--- src/hdl/dmth_pkg.sv ---
`default_nettype none
package dmth_pkg;

    localparam logic [31:0] DELTA     = 32'h9E37_79B9;
    localparam logic [31:0] SEED_LOW  = 32'h9464_a485;
    localparam logic [31:0] SEED_HIGH = 32'h542e_1a94;

    // index of the last round (rounds minus one)
    localparam logic [3:0] BLOCK_LAST_RND = 4'd5;
    localparam logic [3:0] FINAL_LAST_RND = 4'd9;

    typedef struct packed {
        logic wr_byte;   // store data byte, advance count
        logic ld_blk;    // snapshot full block, load a/b from chain
        logic ld_fin;    // snapshot padded final block, load a/b
        logic step_a;    // first half of a round
        logic step_b;    // second half of a round
        logic commit;    // feed-forward into the chain
        logic ld_out;    // capture h0 ^ h1
        logic clr;       // back to seeds, count to zero
    } t_cmd;

    typedef struct packed {
        logic pos_last;  // next byte completes a block
    } t_sts;

endpackage
`default_nettype wire

--- src/hdl/dmth_dp.sv ---
`default_nettype none
module dmth_dp (
    input  wire logic          i_clk,
    input  wire logic          i_rst_n,
    input  wire dmth_pkg::t_cmd i_cmd,
    input  wire logic [7:0]    i_data_byte,
    output dmth_pkg::t_sts     o_sts,
    output logic [31:0]        o_hash_value
);
    import dmth_pkg::*;

    logic [7:0]  r_buf [16];
    logic [31:0] r_cnt;
    logic [31:0] r_cl, r_ch;
    logic [31:0] r_a, r_b, r_acc;
    logic [31:0] r_w [4];
    logic [31:0] r_hash;

    logic [31:0] blk_w [4];
    logic [31:0] fin_w [4];
    logic [31:0] pad, pad_half;
    logic [1:0]  nw, tl;
    logic [31:0] acc_n, mix_a, mix_b;

    always_comb begin
        for (int j = 0; j < 4; j++) begin
            blk_w[j] = {r_buf[4*j+3], r_buf[4*j+2], r_buf[4*j+1], r_buf[4*j]};
        end
    end

    // final block: whole words, then partial word seeded with the pad, then pad
    always_comb begin
        logic [31:0] part;
        logic [7:0]  tb;
        pad_half = r_cnt | (r_cnt << 8);
        pad      = pad_half | (pad_half << 16);
        nw       = r_cnt[3:2];
        tl       = r_cnt[1:0];
        part     = pad;
        for (int k = 0; k < 3; k++) begin
            tb = r_buf[{nw, 2'(k)}];
            if (2'(k) < tl) begin
                part = (part << 8) | {{24{tb[7]}}, tb};
            end
        end
        for (int j = 0; j < 4; j++) begin
            if (2'(j) < nw) begin
                fin_w[j] = blk_w[j];
            end else if (2'(j) == nw) begin
                fin_w[j] = part;
            end else begin
                fin_w[j] = pad;
            end
        end
    end

    assign acc_n = r_acc + DELTA;
    assign mix_a = ((r_b << 4) + r_w[0]) ^ (r_b + acc_n) ^ ((r_b >> 5) + r_w[1]);
    assign mix_b = ((r_a << 4) + r_w[2]) ^ (r_a + r_acc) ^ ((r_a >> 5) + r_w[3]);

    always_ff @(posedge i_clk) begin
        if (i_cmd.wr_byte) begin
            r_buf[r_cnt[3:0]] <= i_data_byte;
        end
        if (i_cmd.ld_blk || i_cmd.ld_fin) begin
            for (int j = 0; j < 4; j++) begin
                r_w[j] <= i_cmd.ld_fin ? fin_w[j] : blk_w[j];
            end
            r_a   <= r_cl;
            r_b   <= r_ch;
            r_acc <= '0;
        end
        if (i_cmd.step_a) begin
            r_acc <= acc_n;
            r_a   <= r_a + mix_a;
        end
        if (i_cmd.step_b) begin
            r_b <= r_b + mix_b;
        end
        if (i_cmd.ld_out) begin
            r_hash <= r_cl ^ r_ch;
        end
    end

    always_ff @(posedge i_clk) begin
        if (!i_rst_n) begin
            r_cnt <= '0;
            r_cl  <= SEED_LOW;
            r_ch  <= SEED_HIGH;
        end else begin
            if (i_cmd.clr) begin
                r_cnt <= '0;
                r_cl  <= SEED_LOW;
                r_ch  <= SEED_HIGH;
            end else begin
                if (i_cmd.wr_byte) begin
                    r_cnt <= r_cnt + 32'd1;
                end
                if (i_cmd.commit) begin
                    r_cl <= r_cl + r_a;
                    r_ch <= r_ch + r_b;
                end
            end
        end
    end

    assign o_sts.pos_last = (r_cnt[3:0] == 4'hF);
    assign o_hash_value   = r_hash;

endmodule
`default_nettype wire

--- src/hdl/dmth_ctrl.sv ---
`default_nettype none
module dmth_ctrl (
    input  wire logic          i_clk,
    input  wire logic          i_rst_n,
    input  wire logic          i_valid,
    input  wire logic          i_byte_valid,
    input  wire logic          i_last,
    output logic               o_stall,
    output logic               o_valid,
    input  wire logic          i_stall,
    input  wire dmth_pkg::t_sts i_sts,
    output dmth_pkg::t_cmd     o_cmd
);
    import dmth_pkg::*;

    localparam logic [1:0] S_RUN  = 2'd0;
    localparam logic [1:0] S_FWAIT = 2'd1;
    localparam logic [1:0] S_FMIX = 2'd2;
    localparam logic [1:0] S_OUT  = 2'd3;

    localparam logic [1:0] M_IDLE = 2'd0;
    localparam logic [1:0] M_A    = 2'd1;
    localparam logic [1:0] M_B    = 2'd2;
    localparam logic [1:0] M_SUM  = 2'd3;

    logic [1:0] r_st, n_st;
    logic [1:0] r_mst, n_mst;
    logic [3:0] r_rnd, n_rnd;
    logic [3:0] r_rlim, n_rlim;
    logic       r_go, n_go;
    logic       r_ovalid, n_ovalid;
    logic       busy, in_acc, out_free;

    assign busy     = (r_mst != M_IDLE) || r_go;
    assign o_stall  = (r_st != S_RUN)
                    || (busy && (i_last || (i_byte_valid && i_sts.pos_last)));
    assign in_acc   = i_valid && !o_stall;
    assign out_free = !r_ovalid || !i_stall;

    always_comb begin
        o_cmd    = '0;
        n_st     = r_st;
        n_mst    = r_mst;
        n_rnd    = r_rnd;
        n_rlim   = r_rlim;
        n_go     = r_go;
        n_ovalid = r_ovalid && i_stall;

        unique case (r_st)
            S_RUN: begin
                if (in_acc) begin
                    o_cmd.wr_byte = i_byte_valid;
                    if (i_byte_valid && i_sts.pos_last) begin
                        n_go = 1'b1;
                    end
                    if (i_last) begin
                        n_st = S_FWAIT;
                    end
                end
            end
            S_FWAIT: begin
                if (!busy) begin
                    o_cmd.ld_fin = 1'b1;
                    n_mst  = M_A;
                    n_rnd  = '0;
                    n_rlim = FINAL_LAST_RND;
                    n_st   = S_FMIX;
                end
            end
            S_FMIX: begin
                if (!busy) begin
                    n_st = S_OUT;
                end
            end
            S_OUT: begin
                if (out_free) begin
                    o_cmd.ld_out = 1'b1;
                    o_cmd.clr    = 1'b1;
                    n_ovalid     = 1'b1;
                    n_st         = S_RUN;
                end
            end
            default: n_st = S_RUN;
        endcase

        unique case (r_mst)
            M_IDLE: begin
                if (r_go) begin
                    o_cmd.ld_blk = 1'b1;
                    n_go   = 1'b0;
                    n_mst  = M_A;
                    n_rnd  = '0;
                    n_rlim = BLOCK_LAST_RND;
                end
            end
            M_A: begin
                o_cmd.step_a = 1'b1;
                n_mst = M_B;
            end
            M_B: begin
                o_cmd.step_b = 1'b1;
                if (r_rnd == r_rlim) begin
                    n_mst = M_SUM;
                end else begin
                    n_rnd = r_rnd + 4'd1;
                    n_mst = M_A;
                end
            end
            M_SUM: begin
                o_cmd.commit = 1'b1;
                n_mst = M_IDLE;
            end
            default: n_mst = M_IDLE;
        endcase
    end

    always_ff @(posedge i_clk) begin
        if (!i_rst_n) begin
            r_st     <= S_RUN;
            r_mst    <= M_IDLE;
            r_rnd    <= '0;
            r_rlim   <= '0;
            r_go     <= 1'b0;
            r_ovalid <= 1'b0;
        end else begin
            r_st     <= n_st;
            r_mst    <= n_mst;
            r_rnd    <= n_rnd;
            r_rlim   <= n_rlim;
            r_go     <= n_go;
            r_ovalid <= n_ovalid;
        end
    end

    assign o_valid = r_ovalid;

    a_no_overrun: assert property (@(posedge i_clk) disable iff (!i_rst_n)
        in_acc && i_byte_valid && i_sts.pos_last |-> !busy)
        else $error("block completed while mixer busy");

    a_go_starts: assert property (@(posedge i_clk) disable iff (!i_rst_n)
        r_go && r_mst == M_IDLE |=> r_mst == M_A && !r_go)
        else $error("pending block did not start");

    a_final_starts: assert property (@(posedge i_clk) disable iff (!i_rst_n)
        r_st == S_FWAIT && !busy |=> r_st == S_FMIX && r_mst == M_A
                                     && r_rlim == FINAL_LAST_RND)
        else $error("final block did not start");

    a_out_idle: assert property (@(posedge i_clk) disable iff (!i_rst_n)
        r_st == S_OUT |-> r_mst == M_IDLE && !r_go)
        else $error("result taken while mixer active");

endmodule
`default_nettype wire

--- src/hdl/davies_meyer_tea_string_hash.sv ---
// Byte words are taken one per cycle while o_stall is low; a full 16-byte block
// is mixed (one half-round per cycle in the round unit) while the next block
// streams in. A word with last is followed by the final 10-round block, mixed
// after the full block that the same word closes, if it closes one.
// Input stalls from the last word until the result enters the output register.
// Synchronous active-low reset: chain to seeds, byte count to zero, no result.
`default_nettype none
module davies_meyer_tea_string_hash (
    input  wire logic        i_clk,
    input  wire logic        i_rst_n,
    // input channel: one message byte per word
    input  wire logic        i_valid,
    output logic             o_stall,
    input  wire logic [7:0]  i_data_byte,
    input  wire logic        i_byte_valid,
    input  wire logic        i_last,
    // result channel
    output logic             o_valid,
    input  wire logic        i_stall,
    output logic [31:0]      o_hash_value
);
    import dmth_pkg::*;

    t_cmd cmd;
    t_sts sts;

    // Controller: input acceptance, pending-block start, round sequencing
    // and the output register handshake.
    dmth_ctrl u_ctrl (
        .i_clk        (i_clk),
        .i_rst_n      (i_rst_n),
        .i_valid      (i_valid),
        .i_byte_valid (i_byte_valid),
        .i_last       (i_last),
        .o_stall      (o_stall),
        .o_valid      (o_valid),
        .i_stall      (i_stall),
        .i_sts        (sts),
        .o_cmd        (cmd)
    );

    // Datapath: byte buffer, length counter, word snapshot (so the buffer can
    // refill during mixing), shared half-round unit and chain registers.
    dmth_dp u_dp (
        .i_clk        (i_clk),
        .i_rst_n      (i_rst_n),
        .i_cmd        (cmd),
        .i_data_byte  (i_data_byte),
        .o_sts        (sts),
        .o_hash_value (o_hash_value)
    );

endmodule
`default_nettype wire

--- config.mk ---
export PLATFORM = sky130hd
export DESIGN_NAME = davies_meyer_tea_string_hash
export DESIGN_NICKNAME = d
export VERILOG_FILES = /design/src/hdl/dmth_pkg.sv /design/src/hdl/dmth_dp.sv /design/src/hdl/dmth_ctrl.sv /design/src/hdl/davies_meyer_tea_string_hash.sv
export SDC_FILE = /design/constraint.sdc
export NUM_CORES = 2
export LEC_CHECK = 0
export BUFFER_PORTS_ARGS = -buffer_cell sky130_fd_sc_hd__buf_2
export CORE_UTILIZATION = 60
export CTS_BUF_LIST = sky130_fd_sc_hd__clkbuf_4 sky130_fd_sc_hd__clkbuf_8
export CTS_CLUSTER_DIAMETER = 200
export DETAILED_ROUTE_END_ITERATION = 8
export GPL_TIMING_DRIVEN = 0
export PLACE_DENSITY = 0.81
export RECOVER_POWER = 25
export REMOVE_ABC_BUFFERS = 1
export SLEW_MARGIN = 20
export SYNTH_ARGS = -nofsm -noshare
export SYNTH_HDL_FRONTEND = slang
export SYNTH_SLANG_ARGS = --single-unit
export TNS_END_PERCENT = 5
--- constraint.sdc ---
create_clock -name i_clk -period 14 [get_ports i_clk]
set_input_delay 0.7 -clock i_clk [delete_from_list [all_inputs] [get_ports i_clk]]
set_output_delay 0.7 -clock i_clk [all_outputs]
set_load 0.005 [all_outputs]
==> impl_metrics.toml <==
[outcome]
status = "finished with violations"
violations = "max-capacitance violations, max-slew violations"

[floorplanning]
rows = 89
io_pins = 48
die-area_sq_mm = 0.06153
coreArea_sq_mm = 0.05946
fp.dieW_um = 248.1
die_h_um = 248.1
start_util_pct = 61.09

[synth]
synth_top_family_by_area = "compound AO/OA/AOI/OAI gates"
yosys_warnings = 0
synth_xor_area_share_pct = 11.99
syn-cell-area_sq_mm = 0.03633
seq_area_frac_synth_pct = 37.92
synthMuxAreaShare_pct = 2.273
avgSynthCellArea_sq_um = 9.411
synth.distinct_cells = 97
synthSimpleGateAreaFrac_pct = 13.44
synthFlopType = "edfxtp_1"
synth_seq_cells = 496
syn_inst = 3860
synth_compound_area_share_pct = 20.71
synth_edf_count = 384
async_flop_share_pct = 0
synth_fa_ha_area_share_pct = 11.37

[worst_setup_path]
crit_top_cell = "ha_1"
worst_path_largest_cell_delay_ps = 920
worst_r2r_path_depth = 28
path_class = "register to register"
end_kind = "register"
critPathSlowestCell = "a2111oi_1"
critPathLaunchType = "register"
critPathArrivalTime_ps = 7930
path_max_fanout = 5
required_ps = 14440

[drt]
post_drt_wl_per_cell_um = 22.13
first_pass_iters = 8
drc = 0
final_antenna_net_count = 0
drt_iter0_drc = 3436
via_per_inst = 6.386
vias = 30200
wl_um = 104600

[clock_tree]
clkTransAtPathRegs_ps = 70
cts_tree = "done"
cts_buffers = 85
cts_hold_buf = 0
h-tree-depth = 3
cts_sinks = 496
cts_setup_buffers = 0
ctsResizeCount = 0
clockRootBuffer = "clkbuf_8"
clk_latency_ps = 710
cts_buffer_depth = 3

[global_route]
grt_pass1_wl_um = 158100
grt_pass1_vias = 28170
grt_max_degree = 95
overflow = 0
grtUsageTotal_pct = 33.79
antenna_found_initial = 2

[layout]
syn2layout_area_growth_pct = 8.373
fin_nets = 4218
drive_gt1_share_pct = 7.439

[sta]
min_period_ps = 7485
fin_skew_ps = 39.32
fin_crit_sh_pct = 53.46
maxSlewViolCount = 76
setup_tns_ps = 0
hold_viol_final = 0
tightestPinTransition_ps = 2915
slew_headroom_pct = -96.06
setup_viol = 0
max_freq_ghz = 0.1336
rsz0062_at_grt = "false"

[hold_path]
hold_depth = 3
min_path_type = "primary input to register"

[flow_run]
timing.max_cap.violations = 3

[placed_design]
globalplace.congestion = 0.9918
port_buffers = 47
hpwl_um = 79590
## metal layers
| metal | GRT usage [%] | wire length (um) | vias to the layer above | part of all wire, % |
|---|---|---|---|---|
| li1 | - | - | 14270 | - |
| met1 | 45.77 | 43680 | 14140 | 42 |
| met2 | 53.19 | 46350 | 1483 | 44 |
| met3 | 5.969 | 9877 | 306 | 9.4 |
| met4 | 14.49 | 4709 | 0 | 4.5 |
| met5 | 0 | 0 | - | 0 |
## final timing paths
| kind | startpoint | to | slack, ps |
|---|---|---|---|
| hold reg to reg | u_ctrl.r_rlim[2] | u_ctrl.r_rlim[2] | 490 |
| setup reg to reg | u_dp.r_acc[0] | u_dp.r_a[31] | 6520 |
| hold / removal | i_stall | u_ctrl.o_valid | 290 |
| setup / recovery | u_dp.r_acc[0] | u_dp.r_a[31] | 6520 |
## state kept, by name, summed over array words and instances, names as in the netlist, 2 cells and up, named ones only
| signal | flops |
|---|---|
| u_ctrl.r_rnd | 4 |
| u_dp.r_acc | 32 |
| u_dp.r_cnt | 32 |
| u_ctrl.r_st | 2 |
| u_dp.r_a | 32 |
| u_dp.o_hash_value | 32 |
| u_ctrl.r_rlim | 4 |
| u_dp.r_buf | 128 |
| u_dp.r_w | 128 |
| u_dp.r_b | 32 |
| u_dp.r_ch | 32 |
| u_ctrl.r_mst | 2 |
| u_dp.r_cl | 32 |
## final cells by class
class / instances / area, sq um
Tap cell: 773 / 967.2
Antenna cell: 3 / 7.507
Multi-Input combinational cell: 3142 / 21830
Clock buffer: 129 / 1569
Clock inverter: 30 / 335.3
Inverter: 92 / 350.3
Fill cell: 4784 / 20100
Sequential cell: 496 / 13780
Timing Repair Buffer: 63 / 530.5
## Yosys cell counts, types with 12 or more instances
master	count	area (sq um)
a2111oi_0	15	131.4
a211o_1	12	105.1
a211oi_1	28	210.2
a21boi_0	12	90.09
a21o_1	167	1254
a21oi_1	386	1932
a22oi_1	24	180.2
a31oi_1	24	150.1
a32oi_1	13	113.9
and2_1	46	287.8
and3_1	29	181.4
buf_1	16	60.06
clkbuf_1	111	416.7
dfxtp_1	112	2242
edfxtp_1	384	11530
ha_1	314	3929
inv_1	89	334.1
mux2i_1	24	240.2
mux4_2	23	518.0
nand2_1	448	1682
nand2b_1	34	212.7
nand3_1	57	285.3
nand4_1	36	225.2
nor2_1	270	1013
nor2b_1	33	206.5
nor3_1	48	240.2
nor4_1	13	81.33
o211ai_1	24	180.2
o21a_1	38	285.3
o21ai_0	273	1366
o21ai_1	25	125.1
o21bai_1	34	255.2
o22a_1	18	157.7
o22ai_1	12	75.07
o31ai_1	13	97.59
or3_1	21	131.4
xnor2_1	346	3030
xor2_1	147	1287
## layout by cell type, fill, tap and decap left out, types with 29 or more instances in the layout
cell type | synthesis | final
and3_1 | 29 | 29
xnor2_1 | 346 | 346
o21ai_0 | 273 | 273
nand4_1 | 36 | 36
nor3_1 | 48 | 44
and2_1 | 46 | 38
ha_1 | 314 | 312
nand2_1 | 448 | 443
o21bai_1 | 34 | 34
xor2_1 | 147 | 147
dfxtp_1 | 112 | 109
o21a_1 | 38 | 38
clkbuf_4 | 0 | 33
nand3_1 | 57 | 57
nor2b_1 | 33 | 33
inv_1 | 89 | 87
nor2_1 | 270 | 263
a21o_1 | 167 | 167
a21oi_1 | 386 | 386
edfxtp_1 | 384 | 384
clkbuf_8 | 0 | 96
nand2b_1 | 34 | 32
## critical path: cells and delay by family (launching register included)
family | cells | cell delay [ps]
AO/OA/AOI/OAI | 11 | 3510
AND/OR/NAND/NOR | 11 | 1610
adder cells (fa/ha/maj) | 3 | 1020
XOR/XNOR | 3 | 610
flip-flops | 1 | 470
## stage by stage
| stage | cell area [sq um] | util, % | hold WS (ps) | std cells | setup slack [ps] |
|---|---|---|---|---|---|
| floorplan | 35830 | - | 448.8 | 3730 | 8089 |
| global placement | 37040 | 62.28 | 463.2 | 4550 | 4115 |
| detailed placement | 37540 | 63.14 | 477.7 | 4566 | 6714 |
| CTS | 39450 | 66.34 | 296.9 | 4725 | 6676 |
| global route | 39370 | 66.20 | 291.1 | 4727 | 6021 |
| finish | 39370 | 66.20 | 293.0 | 4728 | 6515 |
## cell families (layout without fill, tap and decap cells)
group | count (synthesis) | after routing
compound gates | 1195 | 1195
buf+inv | 222 | 314
flops | 496 | 496
mux | 53 | 53
simple gates | 1075 | 1075
other cells | 0 | 3
fa+ha+maj | 324 | 324
xor+xnor | 495 | 495
Power is not shown: default switching activity piles up to over one toggle a cycle in this logic, so the estimate is an artifact.
